**src/hdl/btli_pkg.sv**
```systemverilog
// ----------------------------------------------------------------------------
// btli_pkg: shared constants for the breakpoint table interpolator
// Field widths, default sizes and command codes.
// ----------------------------------------------------------------------------
package btli_pkg;

  localparam int DEF_MAX_POINTS  = 64;
  localparam int DEF_VALUE_WIDTH = 32;

  localparam int TIME_W  = 32;
  localparam int INDEX_W = 6;
  localparam int COUNT_W = 7;

  localparam logic CMD_WRITE = 1'b0;
  localparam logic CMD_QUERY = 1'b1;

endpackage

```
**src/hdl/btli_muldiv.sv**
```systemverilog
// ----------------------------------------------------------------------------
// btli_muldiv: serial floor(a * b / c)
// Shift-add multiply, then restoring divide, both in one product register.
// Needs b <= c and c > 0.
// ----------------------------------------------------------------------------
module btli_muldiv #(
  parameter int A_W = btli_pkg::DEF_VALUE_WIDTH + 1
) (
  input  logic                      clk_i,
  input  logic                      rst_ni,
  input  logic                      start_i,
  input  logic [A_W-1:0]            a_i,
  input  logic [btli_pkg::TIME_W-1:0] b_i,
  input  logic [btli_pkg::TIME_W-1:0] c_i,
  output logic                      done_o,
  output logic [A_W-1:0]            q_o
);

  localparam int TW    = btli_pkg::TIME_W;
  localparam int P_W   = TW + A_W;
  localparam int MAXN  = (A_W > TW) ? A_W : TW;
  localparam int CNT_W = $clog2(MAXN + 1);

  logic             busy_q, div_q, done_q;
  logic [CNT_W-1:0] cnt_q;
  logic [TW-1:0]    hi_q, b_q, c_q;
  logic [A_W-1:0]   lo_q, a_q;

  logic [P_W-1:0]   prod_nx;
  logic [TW:0]      rem2, diff;
  logic             ge;

  assign prod_nx = {hi_q[TW-2:0], lo_q, 1'b0} + P_W'(b_q[TW-1] ? a_q : '0);

  // remainder stays below c, so the shifted value fits one extra bit
  assign rem2 = {hi_q, lo_q[A_W-1]};
  assign diff = rem2 - {1'b0, c_q};
  assign ge   = (rem2 >= {1'b0, c_q});

  always_ff @(posedge clk_i or negedge rst_ni) begin
    if (!rst_ni) begin
      busy_q <= 1'b0;
      div_q  <= 1'b0;
      done_q <= 1'b0;
      cnt_q  <= '0;
    end else begin
      done_q <= busy_q && div_q && (cnt_q == '0) && !start_i;
      if (start_i) begin
        busy_q <= 1'b1;
        div_q  <= 1'b0;
        cnt_q  <= CNT_W'(TW - 1);
      end else if (busy_q) begin
        if (cnt_q == '0) begin
          if (div_q) begin
            busy_q <= 1'b0;
          end else begin
            div_q <= 1'b1;
            cnt_q <= CNT_W'(A_W - 1);
          end
        end else begin
          cnt_q <= cnt_q - 1'b1;
        end
      end
    end
  end

  always_ff @(posedge clk_i) begin
    if (start_i) begin
      a_q  <= a_i;
      b_q  <= b_i;
      c_q  <= c_i;
      hi_q <= '0;
      lo_q <= '0;
    end else if (busy_q) begin
      if (!div_q) begin
        {hi_q, lo_q} <= prod_nx;
        b_q          <= {b_q[TW-2:0], 1'b0};
      end else begin
        hi_q <= ge ? diff[TW-1:0] : rem2[TW-1:0];
        lo_q <= {lo_q[A_W-2:0], ge};
      end
    end
  end

  assign done_o = done_q;
  assign q_o    = lo_q;

endmodule

```
**config.mk**
```make
export PLATFORM = sky130hd
export DESIGN_NAME = btli_muldiv
export DESIGN_NICKNAME = d
export VERILOG_FILES = /design/src/hdl/btli_pkg.sv /design/src/hdl/btli_muldiv.sv
export SDC_FILE = /design/constraint.sdc
export NUM_CORES = 1
export LEC_CHECK = 0
export BUFFER_PORTS_ARGS = -buffer_cell sky130_fd_sc_hd__buf_4
export CORE_MARGIN = 4
export CORE_UTILIZATION = 59
export DETAILED_ROUTE_END_ITERATION = 8
export HOLD_SLACK_MARGIN = 0.1
export PLACE_DENSITY = 0.79
export SLEW_MARGIN = 0
export SYNTH_ARGS = -nofsm -noshare
export SYNTH_HDL_FRONTEND = slang
export SYNTH_SLANG_ARGS = --single-unit
```
**constraint.sdc**
```tcl
create_clock -name clk_i -period 5.2 [get_ports clk_i]
set_clock_uncertainty 0.05 [all_clocks]
set_input_delay 1.04 -clock clk_i [delete_from_list [all_inputs] [get_ports clk_i]]
set_output_delay 1.04 -clock clk_i [all_outputs]
set_load 0.02 [all_outputs]
```
==> results of run 1 <==
registers in the layout, summed over array words and instances (netlist names):
signal / cells
a_q: 33
b_q: 32
busy_q: 1
c_q: 32
cnt_q: 6
div_q: 1
done_o: 1
hi_q: 32
q_o: 33
kinds of logic (layout without fill, tap and decap cells):
| kind of cell | after synthesis | in the layout | share of synthesized area |
|---|---|---|---|
| flip-flops | 171 | 171 | 0.3930 |
| XOR/XNOR | 65 | 65 | 0.05040 |
| buffers and inverters | 120 | 232 | 0.04808 |
| AO/OA/AOI/OAI | 370 | 370 | 0.2270 |
| multiplexers | 44 | 44 | 0.04254 |
| adder cells (fa/ha/maj) | 68 | 68 | 0.07666 |
| AND/OR/NAND/NOR | 372 | 372 | 0.1623 |
cells in the mapped netlist (4+ instances only):
| cell type | instances |
|---|---|
| sky130_fd_sc_hd__dfrtp_1 | 9 |
| sky130_fd_sc_hd__a32oi_1 | 5 |
| sky130_fd_sc_hd__edfxtp_1 | 97 |
| sky130_fd_sc_hd__nor3_1 | 14 |
| sky130_fd_sc_hd__and4_1 | 8 |
| sky130_fd_sc_hd__buf_6 | 9 |
| sky130_fd_sc_hd__ha_1 | 66 |
| sky130_fd_sc_hd__nand3_1 | 26 |
| sky130_fd_sc_hd__nand2_1 | 122 |
| sky130_fd_sc_hd__a21oi_1 | 85 |
| sky130_fd_sc_hd__mux2i_1 | 12 |
| sky130_fd_sc_hd__and3_1 | 21 |
| sky130_fd_sc_hd__or3_1 | 6 |
| sky130_fd_sc_hd__o41ai_1 | 4 |
| sky130_fd_sc_hd__o21ai_0 | 82 |
| sky130_fd_sc_hd__a21o_1 | 22 |
| sky130_fd_sc_hd__inv_1 | 56 |
| sky130_fd_sc_hd__nor2_1 | 75 |
| sky130_fd_sc_hd__a41oi_1 | 6 |
| sky130_fd_sc_hd__o211a_1 | 4 |
| sky130_fd_sc_hd__o21a_1 | 5 |
| sky130_fd_sc_hd__mux2_2 | 32 |
| sky130_fd_sc_hd__nor2b_1 | 7 |
| sky130_fd_sc_hd__a22o_1 | 8 |
| sky130_fd_sc_hd__nand2b_1 | 7 |
| sky130_fd_sc_hd__dfxtp_1 | 65 |
| sky130_fd_sc_hd__xnor2_1 | 34 |
| sky130_fd_sc_hd__o221ai_1 | 4 |
| sky130_fd_sc_hd__o211ai_1 | 18 |
| sky130_fd_sc_hd__and2_1 | 40 |
| sky130_fd_sc_hd__o22ai_1 | 4 |
| sky130_fd_sc_hd__o31ai_1 | 8 |
| sky130_fd_sc_hd__nand4_1 | 24 |
| sky130_fd_sc_hd__o21bai_1 | 8 |
| sky130_fd_sc_hd__a311oi_1 | 11 |
| sky130_fd_sc_hd__clkbuf_1 | 49 |
| sky130_fd_sc_hd__a211oi_1 | 24 |
| sky130_fd_sc_hd__xor2_1 | 31 |
| sky130_fd_sc_hd__a221oi_1 | 7 |
| sky130_fd_sc_hd__a31oi_1 | 17 |
layout by cell type (no fill, tap or decap), types with 8 or more instances in the layout:
| cell | instances |
|---|---|
| sky130_fd_sc_hd__xnor2_1 | 34 |
| sky130_fd_sc_hd__inv_1 | 56 |
| sky130_fd_sc_hd__mux2i_1 | 12 |
| sky130_fd_sc_hd__o21bai_1 | 8 |
| sky130_fd_sc_hd__a31oi_1 | 17 |
| sky130_fd_sc_hd__nand4_1 | 24 |
| sky130_fd_sc_hd__dfxtp_1 | 65 |
| sky130_fd_sc_hd__and3_1 | 21 |
| sky130_fd_sc_hd__a21o_1 | 22 |
| sky130_fd_sc_hd__buf_4 | 143 |
| sky130_fd_sc_hd__o211ai_1 | 18 |
| sky130_fd_sc_hd__a311oi_1 | 11 |
| sky130_fd_sc_hd__o31ai_1 | 8 |
| sky130_fd_sc_hd__ha_1 | 66 |
| sky130_fd_sc_hd__and2_1 | 40 |
| sky130_fd_sc_hd__a22o_1 | 8 |
| sky130_fd_sc_hd__a21oi_1 | 85 |
| sky130_fd_sc_hd__nand3_1 | 26 |
| sky130_fd_sc_hd__a211oi_1 | 24 |
| sky130_fd_sc_hd__o21ai_0 | 81 |
| sky130_fd_sc_hd__clkbuf_16 | 18 |
| sky130_fd_sc_hd__xor2_1 | 31 |
| sky130_fd_sc_hd__nor2_1 | 75 |
| sky130_fd_sc_hd__and4_1 | 8 |
| sky130_fd_sc_hd__edfxtp_1 | 97 |
| sky130_fd_sc_hd__mux2_2 | 32 |
| sky130_fd_sc_hd__nor3_1 | 14 |
| sky130_fd_sc_hd__nand2_1 | 122 |
final timing paths:
check	startpoint	end	slack, ns	cells after the start
hold reg to reg	hi_q[31]	hi_q[31]	0.45	2
hold / removal	rst_ni	cnt_q[3]	0.36	1
max in group asynchronous	rst_ni	div_q	4.59	1
setup / recovery	b_q[31]	hi_q[28]	0.98	12
setup reg to reg	b_q[31]	hi_q[28]	0.98	12
min in group clk_i	hi_q[31]	hi_q[31]	0.45	2
power by group through the flow:
stage                     clock network [mW]  logic (mW)  registers, mW
after global placement                     0       0.953           1.71
after global routing                    1.41        1.09           1.70
final                                   1.34       0.992           1.68
after CTS                               1.35       0.984           1.68
after floorplan                            0       0.614           1.74
after detailed placement                   0       0.974           1.71
metrics by stage:
step | area (µm²) | hold WS, ns | power, mW | util | setup slack [ns]
2_1_floorplan | 11290 | 0.4133 | 2.354 | - | 1.505
3_5_place_dp | 12340 | 0.4343 | 2.685 | 0.6574 | 1.099
6_report | 12950 | 0.3642 | 4.018 | 0.6903 | 0.9826
4_1_cts | 12950 | 0.3653 | 4.014 | 0.6903 | 1.069
5_1_grt | 12950 | 0.3620 | 4.205 | 0.6903 | 0.6187
3_3_place_gp | 12340 | 0.4288 | 2.663 | 0.6574 | 1.219
layout make-up:
cell class / count / area [µm²] / area share
Inverter: 57 / 214.0 / 0.01652
Multi-Input combinational cell: 919 / 6316 / 0.4875
Clock inverter: 14 / 166.4 / 0.01285
Timing Repair Buffer: 143 / 1074 / 0.08287
Clock buffer: 18 / 450.4 / 0.03477
Sequential cell: 171 / 4442 / 0.3429
Tap cell: 234 / 292.8 / 0.02260
critical path, delay by kind of cell (launching register included):
family	cells	cell delay, ns
AOI/OAI and AO/OA	6	1.70
adders and majority gates	2	0.63
DFF	1	0.78
and+or+nand+nor	3	0.79
muxes	1	0.18
metal layers:
| metal | routed length, µm | part of all wire | up-vias | GRT usage |
|---|---|---|---|---|
| met5 | 0 | 0 | - | 0 |
| met1 | 12810 | 0.43 | 4650 | 0.3667 |
| met4 | 738 | 0.025 | 0 | 0.08278 |
| met3 | 2345 | 0.079 | 69 | 0.05959 |
| met2 | 13630 | 0.46 | 423 | 0.4388 |
| li1 | - | - | 4722 | - |
==> results.json, run 1 <==
{
  "start_util": 0.6018,
  "finalWeightedCongestion": 0.9584,
  "achievable-frequency_ghz": 0.2371,
  "numCtsBuffers": 17,
  "synthDominantAreaCellType": "sky130_fd_sc_hd__edfxtp_1",
  "drcViolationCount": 0,
  "post_route_cells_drive_above_1_share": 0.1823,
  "tritoncts": "yes",
  "cts.htree.levels": 4,
  "cells_along_the_critical_path": "and2_1, ha_1, fa_1, a21oi_1, o22ai_1, nand4_1, a31oi_1, o21ai_0, nand2_1, mux2i_1, a31o_2, a31oi_1",
  "p_comb_frac": 0.247,
  "critPathSlowestCell": "sky130_fd_sc_hd__edfxtp_1",
  "power_switching_mw": 1.290,
  "cp_data_arrival_time_ns": 4.53,
  "finalHoldViolations": 0,
  "power.ir.vdd_worst_v": 0.0002591,
  "synth_cell_types": 94,
  "netlist.area_leader.share": 0.2579,
  "dp_hpwl_um": 20810,
  "yosysSeqAreaShare": 0.3930,
  "detail_route.wl_per_cell_um": 18.97,
  "die-area_mm2": 0.02142,
  "detail_route.first_pass.iterations": 5,
  "cts_hold_repair.buffers": 0,
  "internal_power_contribution_mw": 2.728,
  "postSynth.asyncResetShare": 0.05263,
  "grt_max_degree": 83,
  "max_cap_viol_count": 0,
  "postSynthNetCount": 1378,
  "period_needed_ns": 4.217,
  "cts_setup_buffers": 0,
  "first_iter_violations": 946,
  "timing.critical_path.slowest_cell_delay_ns": 0.78,
  "worst_slew_margin_rel": 0.3706,
  "required_ns": 5.51,
  "antenna_violations_before_repair": 0,
  "via_count": 9864,
  "seq_power_share": 0.419,
  "routed_wl_um": 29520,
  "grt_first_pass_wirelength_um": 48200,
  "clock_root_cell": "sky130_fd_sc_hd__clkbuf_16",
  "cts-resized-gates": 0,
  "layout_worst_path_cycle_share": 0.8110,
  "synth.ff_latch_count": 171,
  "die_width_um": 146.4,
  "pwr_density_cell_mw_per_mm2": 310.2,
  "grt_resource_usage_total": 0.2713,
  "floorplan_row_count": 50,
  "clock_latency_ns": 0.44,
  "io_buffers": 133,
  "timing.critical_path.fanout_max": 33,
  "worst_pin_slew_ns": 0.9442,
  "antenna_left": 0,
  "crit_path_frequent_cell": "sky130_fd_sc_hd__a31oi_1",
  "floorplan.die.height_um": 146.4,
  "n_antenna_cell": 0,
  "synth.top_cells.by_area": "sky130_fd_sc_hd__edfxtp_1 (26%), sky130_fd_sc_hd__dfxtp_1 (12%), sky130_fd_sc_hd__ha_1 (7.3%)",
  "pwr-share-clk": 0.334,
  "min-delay-path-class": "in2async",
  "routed_via_density": 6.339,
  "area_growth_pct": 14.70,
  "outcome": "completed",
  "number_of_cells_produced_by_synthesis": 1210,
  "switching_power_as_a_share_of_total_power": 0.3210,
  "critical_path_class": "reg2reg",
  "clkSlewWorstSetupHoldPaths_ns": 0.07,
  "grt_overflow": 0,
  "postSynth.topFlopCell": "sky130_fd_sc_hd__edfxtp_1",
  "fill_cells": 1506,
  "core_region_area_mm2": 0.01877,
  "cts_buffer_depth": 2,
  "fin_cells": 1556,
  "timing.critical_path.to_type": "flop",
  "pin_count": 134,
  "yosysWarningCount": 0,
  "rsz0062_at_grt": "false",
  "timing.setup.tns_ns": 0,
  "fin_nets": 1477,
  "power_leakage_nw": 5.381,
  "timing.final.setup_violations": 0,
  "dp.cells": 1524,
  "synth_edf_count": 97,
  "first_global_vias": 9513,
  "post_synth.cell_area_avg_um2": 9.334,
  "timing.final.max_slew_violations": 0,
  "clkSinkCount": 171,
  "crit_path_launch_type": "flop",
  "synthesis.area_mm2": 0.01129
}
Note: power is estimated with default switching activity, not from simulation.
==> inputs of run 2 (changes only) <==
==> constraint.sdc (replaced) <==
create_clock -name clk_i -period 3.9 [get_ports clk_i]
set_clock_uncertainty 0.05 [all_clocks]
set_input_delay 0.78 -clock clk_i [delete_from_list [all_inputs] [get_ports clk_i]]
set_output_delay 0.78 -clock clk_i [all_outputs]
set_load 0.02 [all_outputs]
==> results.json, run 2 (synthesized netlist as in run 1, its figures left out) <==
{
  "outcome": "completed",
  "tritoncts": "yes",
  "floorplan.die.height_um": 146.4,
  "layout_worst_path_cycle_share": 0.9431,
  "die-area_mm2": 0.02142,
  "grt_max_degree": 73,
  "pwr_density_cell_mw_per_mm2": 407.2,
  "fin_nets": 1490,
  "clock_root_cell": "sky130_fd_sc_hd__clkbuf_16",
  "rsz0062_at_grt": "false",
  "finalWeightedCongestion": 0.9205,
  "antenna_violations_before_repair": 0,
  "timing.final.max_slew_violations": 0,
  "grt_resource_usage_total": 0.2732,
  "worst_pin_slew_ns": 0.7726,
  "cells_along_the_critical_path": "buf_4, and2_1, ha_1, nand4_1, or2_2, nor2_1, a41o_1, o211ai_2, a21oi_4, nand2_1, or3_1, a311oi_1",
  "cts.htree.levels": 4,
  "timing.critical_path.slowest_cell_delay_ns": 0.41,
  "required_ns": 4.19,
  "detail_route.first_pass.iterations": 6,
  "grt_first_pass_wirelength_um": 48190,
  "fill_cells": 1464,
  "buf_inv_on_cp": 1,
  "cts_setup_buffers": 0,
  "floorplan_row_count": 50,
  "achievable-frequency_ghz": 0.2719,
  "first_iter_violations": 784,
  "final_common_cell": "sky130_fd_sc_hd__buf_4",
  "cp_num_cells": 12,
  "grt_overflow": 0,
  "timing.setup.tns_ns": 0,
  "numCtsBuffers": 17,
  "r2r-start": "b_q[31]",
  "register_cell_area_after_layout_mm2": 0.004442,
  "end_of_the_critical_path": "hi_q[21]",
  "mostFrequentLayoutCells": "sky130_fd_sc_hd__buf_4 (154), sky130_fd_sc_hd__nand2_1 (122), sky130_fd_sc_hd__edfxtp_1 (97)",
  "dp_hpwl_um": 21030,
  "die_width_um": 146.4,
  "finalHoldViolations": 0,
  "clkSinkCount": 171,
  "design_power_total_mw": 5.311,
  "min-delay-path-class": "in2reg",
  "clkSlewWorstSetupHoldPaths_ns": 0.07,
  "pin_count": 134,
  "cts_buffer_depth": 2,
  "io_buffers": 133,
  "cp_data_arrival_time_ns": 3.97,
  "routed_via_density": 6.251,
  "area_growth_pct": 15.49,
  "layout.core_utilization": 0.6950,
  "critPathSlowestCell": "sky130_fd_sc_hd__ha_1",
  "crit_path_launch_type": "flop",
  "critical_path_class": "reg2reg",
  "detail_route.wl_per_cell_um": 18.63,
  "timing.critical_path.fanout_max": 21,
  "max_cap_viol_count": 0,
  "worst-r2r-cell-count": 12,
  "first_global_vias": 9439,
  "n_antenna_cell": 0,
  "antenna_left": 0,
  "power_leakage_nw": 5.442,
  "period_needed_ns": 3.678,
  "drcViolationCount": 0,
  "regToRegSetupSlack_ns": 0.22,
  "timing.final.setup_violations": 0,
  "post_route_cells_drive_above_1_share": 0.1888,
  "timing.critical_path.to_type": "flop",
  "largest_delay_contributor_family_on_the_critical_path": "simple AND/OR/NAND/NOR gates",
  "clock_latency_ns": 0.44,
  "power.ir.vdd_worst_v": 0.0003054,
  "via_count": 9808,
  "area_of_combinational_cells_with_multiple_inputs_mm2": 0.006322,
  "start_util": 0.6018,
  "routed_wl_um": 29240,
  "crit-reg2reg-capture": "hi_q[21]",
  "worst_slew_margin_rel": 0.4849,
  "core_region_area_mm2": 0.01877,
  "startpoint": "b_q[31]"
}
[run 2: cell types whose count changed in the layout (fill, tap and decap cells not counted), moves of 2 or more]
cell                       previous run  this run
sky130_fd_sc_hd__inv_8                5         2
sky130_fd_sc_hd__inv_6                3         6
sky130_fd_sc_hd__clkinv_8             2         0
sky130_fd_sc_hd__buf_4              143       154
sky130_fd_sc_hd__clkbuf_1             0         2
[run 2: worst register-to-register path, delay by kind of cell (launching register included)]
| family | cells | cell delay [ns] |
|---|---|---|
| AOI/OAI and AO/OA | 4 | 1.01 |
| adders and majority gates | 1 | 0.41 |
| buffers and inverters | 1 | 0.22 |
| DFF | 1 | 0.39 |
| and+or+nand+nor | 6 | 1.50 |
[run 2: metrics by stage]
stage                     instance area [µm²]  setup WS, ns  hold WS, ns  std cells
after floorplan                         11290        0.2047       0.4133       1210
after global placement                  12440        0.2691       0.4338       1536
after detailed placement                12440        0.1810       0.4461       1536
after CTS                               13030        0.1265       0.1039       1568
after global routing                    13040      0.001090       0.4435       1569
final                                   13040        0.2218       0.4624       1569
[run 2: area by class of cell]
class                   instances  share of cell area
inverters                      57             0.01640
well taps                     234             0.02245
clock inverters                13             0.01180
repair buffers                156             0.09094
clock buffers                  19             0.03319
multi-input cells             919              0.4847
flip-flops and latches        171              0.3405
[run 2: worst min path at each step]
| stage | start | endpoint | slack (ns) | cells past startpoint |
|---|---|---|---|---|
| final | a_i[14] | a_q[14] | 0.46 | 1 |
| after global routing | c_i[7] | c_q[7] | 0.44 | 1 |
| after CTS | rst_ni | busy_q | 0.10 | 1 |
| after detailed placement | hi_q[31] | hi_q[31] | 0.45 | 2 |
| after global placement | hi_q[31] | hi_q[31] | 0.43 | 2 |
| after floorplan | hi_q[31] | hi_q[31] | 0.41 | 2 |
[run 2: timing repair]
item,CTS,global route
endpoints found under the setup margin,0,4
hold buffers,0,1
hold endpoints to repair,0,1
resized for setup,0,2
[run 2: layer usage]
| layer | wire (µm) | up-vias | GRT usage |
|---|---|---|---|
| met5 | 0 | - | 0 |
| met4 | 656 | 0 | 0.08514 |
| met3 | 2620 | 57 | 0.06704 |
| met2 | 13410 | 405 | 0.4263 |
| met1 | 12550 | 4607 | 0.3776 |
| li1 | - | 4739 | - |
[run 2: power by group]
part	total (mW)	internal (mW)	leakage [nW]	switching, mW
Sequential	2.23	2.09	1.60	0.134
Combinational	1.34	0.601	3.55	0.741
Clock	1.74	0.965	0.291	0.778
==> inputs of run 3 (changes only) <==
--- a/config.mk
+++ b/config.mk
@@ -7,10 +7,10 @@
 export LEC_CHECK = 0
 export BUFFER_PORTS_ARGS = -buffer_cell sky130_fd_sc_hd__buf_4
 export CORE_MARGIN = 4
-export CORE_UTILIZATION = 59
+export CORE_UTILIZATION = 54
 export DETAILED_ROUTE_END_ITERATION = 8
 export HOLD_SLACK_MARGIN = 0.1
-export PLACE_DENSITY = 0.79
+export PLACE_DENSITY = 0.76
 export SLEW_MARGIN = 0
 export SYNTH_ARGS = -nofsm -noshare
 export SYNTH_HDL_FRONTEND = slang
==> constraint.sdc (replaced) <==
create_clock -name clk_i -period 3.1 [get_ports clk_i]
set_clock_uncertainty 0.05 [all_clocks]
set_input_delay 0.62 -clock clk_i [delete_from_list [all_inputs] [get_ports clk_i]]
set_output_delay 0.62 -clock clk_i [all_outputs]
set_load 0.02 [all_outputs]
==> results.json, run 3 (synthesized netlist as in run 1, its figures left out) <==
{
  "start_util": 0.5529,
  "layout_worst_path_cycle_share": 1.064,
  "numCtsBuffers": 17,
  "dp_hpwl_um": 23750,
  "finalHoldViolations": 0,
  "grt_max_degree": 113,
  "post_route_cells_drive_above_1_share": 0.3676,
  "timing.critical_path.to_type": "flop",
  "mostFrequentLayoutCells": "sky130_fd_sc_hd__buf_4 (323), sky130_fd_sc_hd__nand2_1 (116), sky130_fd_sc_hd__edfxtp_1 (97)",
  "fill_cells": 1367,
  "timing.final.ws_setup_ns": -0.1970,
  "worst_slew_margin_rel": 0.3749,
  "startpoint": "b_q[31]",
  "core_region_area_mm2": 0.02043,
  "floorplan_row_count": 52,
  "timing.final.max_slew_violations": 0,
  "power.ir.vdd_worst_v": 0.0003753,
  "fin_nets": 1684,
  "min-delay-path-class": "in2reg",
  "tritoncts": "yes",
  "worst_pin_slew_ns": 0.9366,
  "cts.htree.levels": 4,
  "max_cap_viol_count": 0,
  "area_growth_pct": 37.96,
  "crit_path_launch_type": "flop",
  "area_of_combinational_cells_with_multiple_inputs_mm2": 0.007183,
  "antenna_left": 0,
  "achievable-frequency_ghz": 0.3033,
  "pin_count": 134,
  "drcViolationCount": 0,
  "outcome": "complete, but fails checks",
  "r2r-start": "b_q[31]",
  "antenna_violations_before_repair": 0,
  "rsz0062_at_grt": "true",
  "pwr_density_cell_mw_per_mm2": 484.5,
  "timing.final.setup_violations": 34,
  "n_antenna_cell": 0,
  "register_cell_area_after_layout_mm2": 0.004443,
  "cts_buffer_depth": 2,
  "detail_route.first_pass.iterations": 6,
  "floorplan.die.height_um": 152.6,
  "required_ns": 3.36,
  "routed_via_density": 6.143,
  "violated_checks": "setup timing",
  "clock_latency_ns": 0.45,
  "io_buffers": 133,
  "grt_overflow": 0,
  "via_count": 11050,
  "routed_wl_um": 36110,
  "clock_root_cell": "sky130_fd_sc_hd__clkbuf_16",
  "whs_ns": 0.2924,
  "final_common_cell": "sky130_fd_sc_hd__buf_4",
  "critical_path_class": "reg2reg",
  "timing.critical_path.fanout_max": 7,
  "period_needed_ns": 3.297,
  "grt_resource_usage_total": 0.2895,
  "power_leakage_nw": 6.582,
  "first_global_vias": 10910,
  "design_power_total_mw": 7.550,
  "layout.core_utilization": 0.7627,
  "cp_data_arrival_time_ns": 3.56,
  "clkSlewWorstSetupHoldPaths_ns": 0.08,
  "grt_first_pass_wirelength_um": 55660,
  "finalWeightedCongestion": 0.9850,
  "die_width_um": 152.6,
  "clkSinkCount": 171,
  "detail_route.wl_per_cell_um": 20.07,
  "first_iter_violations": 1185,
  "die-area_mm2": 0.02329,
  "worstHoldStart": "c_i[30]"
}
[run 3: cell count changes in the layout (fill, tap and decap cells not counted), sizes merged]
cell      delta
inv          -3
clkbuf       -2
clkinvlp     +2
bufinv       -2
clkinv       +5
buf        +194
[run 3: worst paths after layout]
kind | endpoint | slack, ns | cells past startpoint
hold / removal | c_q[30] | 0.29 | 1
hold reg to reg | hi_q[31] | 0.46 | 2
max in group asynchronous | div_q | 2.38 | 2
min in group asynchronous | cnt_q[3] | 0.48 | 2
setup reg to reg | q_o[18] | -0.20 | 16
setup / recovery | q_o[18] | -0.20 | 16
[run 3: area by class of cell]
| class | instances | area share |
|---|---|---|
| multi-input cells | 919 | 0.4610 |
| flip-flops and latches | 171 | 0.2851 |
| repair buffers | 350 | 0.1795 |
| clock buffers | 17 | 0.02730 |
| well taps | 270 | 0.02168 |
| inverters | 57 | 0.01373 |
| clock inverters | 15 | 0.01164 |
[run 3: critical path, cell delays in order (launching register included)]
cell	delay, ns
sky130_fd_sc_hd__edfxtp_1	0.46
sky130_fd_sc_hd__buf_6	0.17
sky130_fd_sc_hd__buf_6	0.13
sky130_fd_sc_hd__and2_4	0.14
sky130_fd_sc_hd__ha_4	0.22
sky130_fd_sc_hd__nand4_1	0.13
sky130_fd_sc_hd__a21oi_2	0.06
sky130_fd_sc_hd__o41a_1	0.46
sky130_fd_sc_hd__buf_6	0.16
sky130_fd_sc_hd__o211ai_1	0.28
sky130_fd_sc_hd__buf_4	0.18
sky130_fd_sc_hd__buf_4	0.10
sky130_fd_sc_hd__o21ai_1	0.08
sky130_fd_sc_hd__xnor2_1	0.19
sky130_fd_sc_hd__o211ai_1	0.13
sky130_fd_sc_hd__o21ai_1	0.16
sky130_fd_sc_hd__nor2_1	0.06
[run 3: per-stage QoR]
stage	TNS, ns	instance area, µm²	std cells	worst slack, ns
2_1_floorplan	0	11330	1210	0.009321
3_3_place_gp	-3.537	13710	1732	-0.2448
3_5_place_dp	-5.850	13710	1732	-0.2517
4_1_cts	-0.5888	15100	1790	-0.08039
5_1_grt	-8.961	15580	1799	-0.3343
6_report	-2.912	15580	1799	-0.1970
[run 3: repair_timing]
item / CTS / global route
setup endpoints to repair: 48 / 52
hold buffers: 1 / 0
pin swaps: 54 / 49
setup buffers: 23 / 10
gates cloned: 2 / 0
gates resized for setup: 117 / 85
hold endpoints to repair: 9 / 0
[run 3: metal layers]
metal | track usage | vias up | wire, µm
met5 | 0 | - | 0
met4 | 0.1014 | 0 | 1279
met3 | 0.06248 | 99 | 2744
met2 | 0.4866 | 540 | 17510
met1 | 0.3703 | 5278 | 14580
li1 | - | 5134 | -
[run 3: report_power, final]
part	internal, mW	switching (mW)	total [mW]
clock network	1.09	1.11	2.20
registers	2.63	0.186	2.82
logic	1.26	1.27	2.53
total	4.98	2.57	7.55
